===== src/fir_pkg.sv =====
// ----------------------------------------------------------------------------
// fir_pkg
// Shared types and constants for the direct-form FIR filter.
// ----------------------------------------------------------------------------
package fir_pkg;

  // fixed field widths
  localparam int ACC_W  = 38;
  localparam int TAPS_W = 7;
  localparam int IDX_W  = 6;
  localparam int ACT_W  = 2;

  // action codes
  localparam logic [ACT_W-1:0] ACT_LOAD   = 2'd0;
  localparam logic [ACT_W-1:0] ACT_PUSH   = 2'd1;
  localparam logic [ACT_W-1:0] ACT_FILTER = 2'd2;

  // sequencer states
  typedef enum logic [1:0] {
    S_IDLE,
    S_RUN,
    S_DRAIN,
    S_DONE
  } state_t;

endpackage


===== src/fir_filter_direct_form_top.sv =====
// filter sample: result registered after the S_RUN tap walk, S_DRAIN and S_DONE, one MAC per tap
// load and push items: taken in S_IDLE, no result
// next item is taken when the result appears; the shared multiplier sets the rate
// reset: sequencer idle, output empty, active_taps = 1, coefficients and history read zero
// ----------------------------------------------------------------------------
// fir_filter_direct_form_top
// Direct-form FIR filter built around one shared multiply-accumulate unit that
// walks the coefficient store and the circular history line one tap a cycle.
// ----------------------------------------------------------------------------
module fir_filter_direct_form_top #(
  parameter int MAX_TAPS    = 64,
  parameter int SAMPLE_BITS = 16,
  parameter int COEFF_BITS  = 16
) (
  input  logic                              clk,
  input  logic                              rst,
  // configuration
  input  logic                              cfg_valid,
  output logic                              cfg_ready,
  input  logic [fir_pkg::TAPS_W-1:0]        cfg_data,
  // input items
  input  logic                              in_valid,
  output logic                              in_ready,
  input  logic [fir_pkg::ACT_W-1:0]         action,
  input  logic [fir_pkg::IDX_W-1:0]         coeff_index,
  input  logic signed [COEFF_BITS-1:0]      coeff_value,
  input  logic signed [SAMPLE_BITS-1:0]     sample_value,
  input  logic                              end_of_block,
  // results
  output logic                              out_valid,
  input  logic                              out_ready,
  output logic signed [fir_pkg::ACC_W-1:0]  filtered_value,
  output logic                              block_end
);

  import fir_pkg::*;

  localparam int HIST_DEPTH = MAX_TAPS - 1;
  localparam int CAW        = $clog2(MAX_TAPS);
  localparam int HAW        = (HIST_DEPTH > 1) ? $clog2(HIST_DEPTH) : 1;
  localparam int TCW        = $clog2(MAX_TAPS + 1);
  localparam int PW         = COEFF_BITS + SAMPLE_BITS;

  state_t state, state_next;

  logic [TAPS_W-1:0]              active_taps;
  logic [TCW-1:0]                 taps_eff;
  logic [TCW-1:0]                 ntaps;
  logic [TCW-1:0]                 iss_cnt;
  logic [HAW-1:0]                 wp;
  logic [HAW-1:0]                 rd_pos;
  logic signed [SAMPLE_BITS-1:0]  x_reg;
  logic                           eob_reg;

  logic in_fire, load_ok, push_now, start, issue, finish;
  logic [CAW-1:0]                 caddr_w;

  // storage
  logic signed [COEFF_BITS-1:0]   cmem [MAX_TAPS];
  logic signed [SAMPLE_BITS-1:0]  hmem [HIST_DEPTH];
  logic [MAX_TAPS-1:0]            cvld;
  logic [HIST_DEPTH-1:0]          hvld;
  logic                           hw_en;
  logic signed [SAMPLE_BITS-1:0]  hw_data;

  // mac pipeline
  logic                           s1_v, s1_first, c_ok, h_ok;
  logic signed [COEFF_BITS-1:0]   c_rd, coef_op;
  logic signed [SAMPLE_BITS-1:0]  h_rd, samp_op;
  logic                           s2_v;
  logic signed [PW-1:0]           prod;
  logic [ACC_W-1:0]               acc;

  // config writes are taken whenever out of reset
  assign cfg_ready = !rst;

  // transfer decode
  assign in_fire  = in_valid && in_ready;
  assign load_ok  = in_fire && (action == ACT_LOAD) && (32'(coeff_index) < MAX_TAPS);
  assign push_now = in_fire && (action == ACT_PUSH);
  assign start    = in_fire && (action == ACT_FILTER);
  assign caddr_w  = CAW'(coeff_index);

  // effective tap count, saturated to 1..MAX_TAPS
  always_comb begin
    if (active_taps == '0) begin
      taps_eff = TCW'(1);
    end else if (32'(active_taps) > MAX_TAPS) begin
      taps_eff = TCW'(MAX_TAPS);
    end else begin
      taps_eff = TCW'(active_taps);
    end
  end

  // state register
  always_ff @(posedge clk) begin
    if (rst) begin
      state <= S_IDLE;
    end else begin
      state <= state_next;
    end
  end

  // next state and sequencer controls
  always_comb begin
    state_next = state;
    in_ready   = 1'b0;
    issue      = 1'b0;
    finish     = 1'b0;
    case (state)
      S_IDLE: begin
        in_ready = !rst;
        if (in_valid && (action == ACT_FILTER)) begin
          state_next = S_RUN;
        end
      end
      S_RUN: begin
        issue = 1'b1;
        if (iss_cnt == ntaps - TCW'(1)) begin
          state_next = S_DRAIN;
        end
      end
      S_DRAIN: begin
        if (!s1_v && !s2_v) begin
          state_next = S_DONE;
        end
      end
      S_DONE: begin
        if (!out_valid || out_ready) begin
          finish     = 1'b1;
          state_next = S_IDLE;
        end
      end
      default: begin
        state_next = S_IDLE;
      end
    endcase
  end

  // control registers
  always_ff @(posedge clk) begin
    if (rst) begin
      active_taps <= TAPS_W'(1);
      wp          <= '0;
      cvld        <= '0;
      hvld        <= '0;
      s1_v        <= 1'b0;
      s2_v        <= 1'b0;
      out_valid   <= 1'b0;
    end else begin
      if (cfg_valid && cfg_ready) begin
        active_taps <= cfg_data;
      end
      if (load_ok) begin
        cvld[caddr_w] <= 1'b1;
      end
      if (hw_en) begin
        hvld[wp] <= 1'b1;
        wp       <= (wp == HAW'(HIST_DEPTH - 1)) ? '0 : wp + HAW'(1);
      end
      s1_v <= issue;
      s2_v <= s1_v;
      if (finish) begin
        out_valid <= 1'b1;
      end else if (out_ready) begin
        out_valid <= 1'b0;
      end
    end
  end

  // per-item registers and tap walk
  always_ff @(posedge clk) begin
    if (start) begin
      x_reg   <= sample_value;
      eob_reg <= end_of_block;
      ntaps   <= taps_eff;
      iss_cnt <= '0;
      rd_pos  <= (wp == '0) ? HAW'(HIST_DEPTH - 1) : wp - HAW'(1);
    end else if (issue) begin
      iss_cnt <= iss_cnt + TCW'(1);
      if (iss_cnt != '0) begin
        rd_pos <= (rd_pos == '0) ? HAW'(HIST_DEPTH - 1) : rd_pos - HAW'(1);
      end
    end
  end

  // coefficient store
  always_ff @(posedge clk) begin
    if (load_ok) begin
      cmem[caddr_w] <= coeff_value;
    end
    if (issue) begin
      c_rd <= cmem[iss_cnt[CAW-1:0]];
    end
  end

  // history line, written by pushes and at the end of a filter item
  assign hw_en   = push_now || finish;
  assign hw_data = push_now ? sample_value : x_reg;

  always_ff @(posedge clk) begin
    if (hw_en) begin
      hmem[wp] <= hw_data;
    end
    if (issue) begin
      h_rd <= hmem[rd_pos];
    end
  end

  // read stage flags
  always_ff @(posedge clk) begin
    if (issue) begin
      c_ok     <= cvld[iss_cnt[CAW-1:0]];
      h_ok     <= hvld[rd_pos];
      s1_first <= (iss_cnt == '0);
    end
  end

  // operand select: unwritten entries read zero, tap zero uses the new sample
  assign coef_op = c_ok ? c_rd : '0;
  assign samp_op = s1_first ? x_reg : (h_ok ? h_rd : '0);

  // multiply stage
  always_ff @(posedge clk) begin
    if (s1_v) begin
      prod <= coef_op * samp_op;
    end
  end

  // accumulate stage
  always_ff @(posedge clk) begin
    if (start) begin
      acc <= '0;
    end else if (s2_v) begin
      acc <= acc + ACC_W'(prod);
    end
  end

  // output register
  always_ff @(posedge clk) begin
    if (finish) begin
      filtered_value <= acc;
      block_end      <= eob_reg;
    end
  end

endmodule


===== config.mk =====
export PLATFORM = sky130hd
export DESIGN_NAME = fir_filter_direct_form_top
export DESIGN_NICKNAME = d
export VERILOG_FILES = /design/src/fir_pkg.sv /design/src/fir_filter_direct_form_top.sv
export SDC_FILE = /design/constraint.sdc
export NUM_CORES = 2
export LEC_CHECK = 0
export BUFFER_PORTS_ARGS = -buffer_cell sky130_fd_sc_hd__buf_2
export CAP_MARGIN = 10
export CORE_MARGIN = 5
export CORE_UTILIZATION = 40
export CTS_BUF_LIST = sky130_fd_sc_hd__clkbuf_2 sky130_fd_sc_hd__clkbuf_4 sky130_fd_sc_hd__clkbuf_8
export CTS_CLUSTER_DIAMETER = 100
export CTS_CLUSTER_SIZE = 10
export DETAILED_ROUTE_END_ITERATION = 8
export PLACE_DENSITY_LB_ADDON = 0.2
export REMOVE_ABC_BUFFERS = 1
export SYNTH_ARGS = -nofsm -noshare
export SYNTH_HDL_FRONTEND = slang
export SYNTH_SLANG_ARGS = --single-unit

===== constraint.sdc =====
create_clock -name clk -period 16.1 [get_ports clk]
set_input_delay 2.415 -clock clk [delete_from_list [all_inputs] [get_ports clk]]
set_output_delay 2.415 -clock clk [all_outputs]
set_load 0.05 [all_outputs]

# Yosys cells after proc, flatten, opt, wreduce, memory -nomap -nowiden
# Memory sizes are Yosys's and may differ from the RTL's. A register that Yosys moved wholly into a read port is not among the register bits.
# Index checks and enable logic that the tools add are counted.
[word_totals]
ff_bits = 294
ramBits = 2032
out_inout_bits = 42
wordCells = 112
n_memories = 2
[classes]
addsub = 6
multipliers = 1
n_lt_le_gt_ge = 7
eq_ne = 11
n_mux = 34
bitwise_logic = 2
n_reduce_logical = 28
[mem_list]
columns = ["memory", "depth", "width", "rd", "rd_clocked_by_memory_dff", "wr", "line", "source"]
rows = [
  ["cmem", 64, 16, 1, 1, 1, "fir_filter_direct_form_top.sv:59", "logic signed [COEFF_BITS-1:0] cmem [MAX_TAPS];"],
  ["hmem", 63, 16, 1, 1, 1, "fir_filter_direct_form_top.sv:60", "logic signed [SAMPLE_BITS-1:0] hmem [HIST_DEPTH];"],
]
[ops]
columns = ["operator", "n"]
rows = [
  ["$mux 16", 4],
  ["$or 64x64->64", 1],
  ["$or 63x63->63", 1],
  ["$add 38x38->38", 1],
  ["$mux 6", 6],
  ["$mul 16x16->32", 1],
  ["$lt 6x7->1 const B", 4],
  ["$logic_not 7->1", 2],
  ["$mux 1", 14],
  ["$bmux 1 s6", 2],
  ["$demux 1 s6", 2],
  ["$ge 6x1->1 const B", 2],
  ["$logic_not 6->1", 2],
  ["$sub 6x1->6 const B", 2],
  ["$logic_and 1x1->1", 9],
  ["$mux 2", 4],
  ["$ne 2x2->1 const B", 4],
  ["$pmux 2 s4", 1],
  ["$add 7x1->7 const B", 1],
  ["$eq 7x7->1", 1],
  ["$gt 7x7->1 const B", 1],
  ["$mux 7", 1],
  ["$reduce_bool 7->1", 1],
  ["$sub 7x1->7 const B", 1],
  ["11 further kinds", 21],
]

# Longest topological paths before layout
[logic_depth]
ltp_word = 7
depth_mapped = 28

# Worst setup path after synthesis
# Ideal clock, no wire load.
[synth_path]
path_type = "input-to-reg"
from = "in out_ready"
to = "mem hmem[31][0], enable pin"
setup_time_ns = 0.414
arrival_ns = 6.370
required_time_ns = 15.686
slack_ns = 9.316
path_stages = 5
n_path_buf = 0
path_cell_list = "nor2b_1 > nor2b_1 > a21oi_1 > or2_2 > nor3_1"
[synth_between]
elab_chain_len = 6
[synth_lines]
columns = ["item", "line", "source"]
rows = [
  ["from (decl)", "fir_filter_direct_form_top.sv:31", "input logic out_ready,"],
  ["$logic_or 1x1->1", "fir_filter_direct_form_top.sv:129", "if (!out_valid || out_ready) begin"],
  ["$mux 1", "fir_filter_direct_form_top.sv:129", ""],
  ["$mux 1", "fir_filter_direct_form_top.sv:110", "case (state)"],
  ["net finish", "fir_filter_direct_form_top.sv:55", "logic in_fire, load_ok, push_now, start, issue, finish;"],
  ["$logic_or 1x1->1", "fir_filter_direct_form_top.sv:198", "assign hw_en = push_now || finish;"],
  ["$mux 1", "fir_filter_direct_form_top.sv:202", "if (hw_en) begin"],
  ["$mux 1 (not written as such)", "fir_filter_direct_form_top.sv:203", "hmem[wp] <= hw_data;"],
  ["to (decl)", "fir_filter_direct_form_top.sv:60", ""],
]
# The timed path passes the listed nets, and every way through them passes these cells.

# Worst setup path in the final report
[layout_path]
from = "reg s1_first"
to = "reg prod[27] (data pin)"
[layout_between]
elab_chain_len = 2
[layout_lines]
columns = ["item", "line", "source"]
rows = [
  ["from (decl)", "fir_filter_direct_form_top.sv:67", "logic s1_v, s1_first, c_ok, h_ok;"],
  ["from (signal assigned)", "fir_filter_direct_form_top.sv:215", "s1_first <= (iss_cnt == '0);"],
  ["$mux 16", "fir_filter_direct_form_top.sv:221", "assign samp_op = s1_first ? x_reg : (h_ok ? h_rd : '0);"],
  ["$mul 16x16->32", "fir_filter_direct_form_top.sv:226", "prod <= coef_op * samp_op;"],
  ["to (signal assigned)", "fir_filter_direct_form_top.sv:226", ""],
  ["to (decl)", "fir_filter_direct_form_top.sv:71", "logic signed [PW-1:0] prod;"],
]
# Every way passes these cells.
# A chain may end at the register's enable or synchronous reset.

==> summary.md <==
| Metric | Value |
|---|---|
| Outcome | complete, no violations |
| Vias | 52900 |
| Clk_lat worst skew | 1030 ps |
| # DRC | 0 |
| Final hold vios | 0 |
| Biggest register | cmem |
| Period Utilization, post-route | 47.6% |
| Largest register FFs | 1024 |
| Lkg Pwr | 37.7 nW |
| Final HPWL DP | 158 mm |
| CP cell instances | buf_4, nor2b_2, a22o_1, nand2_1, fa_1, inv_1, fa_1, fa_1, fa_1, fa_1, inv_1, fa_1, inv_1, ha_1, a21oi_1, o21ai_0, a311oi_1, o21ai_0, a21oi_1, o21ai_0, a21oi_1, xnor2_1 |
| I/O pin total | 95 |
| CTS Hold Bufs | 0 |
| Post-synth EDFFs | 2168 |
| Final setup violation count | 0 |
| CP Class | reg2reg |
| Adder-cell share of the synthesized area | 6.82% |
| Die Y | 514 um |
| Worst path most repeated cell | fa_1 |
| Placed cell area | 107000 um^2 |
| Max-cap violations | 0 |
| CP Data Required Time | 16880 ps |
| Row count | 185 |
| Worst-Margin Slew | 1290 ps |
| Largest net degree at the start of global routing | 119 |
| Largest registers | cmem (1024), hmem (1008), cvld (64) |
| Final instance area | 112000 um^2 |
| Sequential area share after synthesis | 67.8% |
| Post_cts resized | 0 |
| GP Congestion | 0.878 |
| Clock sink total | 2358 |
| TritonCTS Buffers | 289 |
| Antenna violations before repair | 17 |
| Post-synthesis compound-gate area fraction | 3.67% |
| CTS clock-pin slew for the worst setup and hold paths | 90 ps |
| Die W | 514 um |
| Total negative slack | 0 ps |
| RSZ-0062 raised after global routing | false |
| VDD IR max | 259 uV |
| Synth-to-layout area growth | 10.4% |
| Commonest non-fill, non-tap cells in the layout | 2168 x edfxtp_1, 535 x mux4_2, 442 x nor2_1 |
| Critical Path AT | 8450 ps |
| Post-CTS setup buffer count | 0 |
| Clock buffer depth | 4 |
| Slew margin rel. | 13.5% |
| HP Class | reg2reg |
| Initial core utilization | 40.1% |
| Starting DRC count in detailed routing | 4586 |
| Max Fanout on Critical Path | 31 |
| Gr usage total | 20.0% |
| Post-synthesis cell count | 5776 |
| Root Buffer | clkbuf_8 |
| CP endpoint kind | register |
| Simple-gate share of the synthesized area | 4.10% |
| Ys Warns | 0 |
| Final min period | 7670 ps |
| CTS tree | done |
| Fin nets | 6531 |
| Drt via density | 5.53 |
| Final Skew | 84.6 ps |
| IO Port Bufs | 94 |
| Routed wire length | 266 mm |
| DR pass1 iterations | 7 |
| Core area | 253000 um^2 |
| Average cell area after synthesis | 17.6 um^2 |
| Post-synthesis xor/xnor area fraction | 0.810% |
| Vias in the first global route | 54700 |
| First-pass GRT wire length | 387 mm |
| CP Launch Type | register |
| Share of cells above drive strength 1 | 23.0% |
| Core Util, Final | 44.3% |
| Post-route ant nets | 0 |
| P per Cell Area | 186 nW/um^2 |
| Fmax | 130 MHz |
| Yosys reg bits | 2358 |
| Drt wl/cell | 27.8 um |
| CP max-delay cell | nor2b_2 |
| H-tree depth | 5 |
| Share of synthesized registers carrying an async set or reset | 0% |
| Netlist Area Pre-Place | 102000 um^2 |
| Top_reg_cell synth | edfxtp_1 |
| Mux contribution to synthesized area | 14.4% |
| Largest family of logic cells by synthesized area | multiplexers |
| GRT Residual Overflow | 0 |
| Pwr Total | 0.0209 W |
| Worst path max stage delay | 810 ps |
| Synth unique cells | 75 |
| Pins Over Slew Limit | 0 |
| Most common cell after layout, fill and taps aside | edfxtp_1 |
| Die ar. | 264000 um^2 |
| Final hold slack | 424 ps |
-- worst paths after layout --
check	endpoint	depth (start not counted)	start	slack, ps
worst max-delay path	prod[27]	22	s1_first	8430
worst min-delay path	block_end	0	eob_reg	420
worst max register to register	prod[27]	22	s1_first	8430
worst min register to register	block_end	0	eob_reg	420
-- synth_stat cells, types with 5 or more instances --
library cell / instances / area share [%]
clkbuf_1: 185 / 0.68
a22o_1: 16 / 0.14
mux4_2: 535 / 12
o21a_1: 45 / 0.33
nand3_1: 25 / 0.12
o31ai_1: 7 / 0.052
o21ai_0: 78 / 0.38
a21o_1: 33 / 0.24
mux2i_1: 240 / 2.4
or3_1: 7 / 0.043
ha_1: 133 / 1.6
nand4_1: 8 / 0.049
nand2b_1: 13 / 0.080
nand2_1: 249 / 0.92
dfxtp_1: 190 / 3.7
a31oi_1: 16 / 0.099
o21bai_1: 8 / 0.059
or2_2: 7 / 0.043
nor2b_1: 29 / 0.18
mux2_2: 20 / 0.22
o22ai_1: 39 / 0.24
fa_1: 263 / 5.2
xor2_1: 27 / 0.23
nor3b_1: 5 / 0.037
and2_1: 17 / 0.10
a22oi_1: 28 / 0.21
a211oi_1: 14 / 0.10
a21oi_1: 116 / 0.57
xnor2_1: 67 / 0.58
buf_2: 63 / 0.31
inv_1: 309 / 1.1
nand3b_1: 16 / 0.12
o221ai_1: 100 / 0.86
nor2_1: 564 / 2.1
buf_1: 33 / 0.12
o2111ai_1: 5 / 0.043
edfxtp_1: 2168 / 64
nor3_1: 26 / 0.13
and3_1: 7 / 0.043
-- through the flow --
| step | setup slack [ps] | std cells |
|---|---|---|
| finish | 8430 | 9572 |
| global route | 7860 | 9565 |
| CTS | 8390 | 9556 |
| detailed placement | 8390 | 9149 |
| global placement | 8430 | 9149 |
| floorplan | 1570 | 5489 |
-- cell type report --
class | instances | area (um^2)
multi-input cells | 2819 | 30700
diodes | 8 | 20.0
clock inverters | 13 | 123
fillers | 22000 | 141000
repair buffers | 302 | 2210
clock buffers | 394 | 4800
flip-flops and latches | 2358 | 68900
inverters | 312 | 1170
well taps | 3366 | 4210
-- worst max-delay path: cells and delay by family (launching register included) --
family / cells / cell delay [ps]
buffers and inverters: 4 / 600
xor gates and xnor gates: 1 / 80
adders and majority gates: 7 / 3330
and+or+nand+nor: 2 / 1010
AOI/OAI and AO/OA: 8 / 2070
DFF: 1 / 350
-- where the power goes --
group	internal (W)	switching [W]	total [W]
clock network	0.00192	0.00209	0.00400
registers	0.00716	0.000260	0.00742
logic	0.00403	0.00544	0.00948
total	0.0131	0.00779	0.0209
-- cells by family (layout without fill, tap and decap cells) --
group,Yosys count,count (layout)
flip-flops,2358,2358
AND/OR/NAND/NOR,991,991
multiplexers,795,795
buffers and inverters,599,1021
AO/OA/AOI/OAI,543,543
adder cells (fa/ha/maj),396,396
XOR/XNOR,94,94
other,0,8
-- metal layers --
| layer | GRT usage, % | vias to the layer above | wire (um) |
|---|---|---|---|
| li1 | - | 22800 | - |
| met1 | 28.8 | 28200 | 118000 |
| met2 | 32.1 | 1590 | 127000 |
| met3 | 3.26 | 345 | 15600 |
| met4 | 4.92 | 10 | 5940 |
| met5 | 0 | - | 51 |
Power figures use the tool's default switching activity.
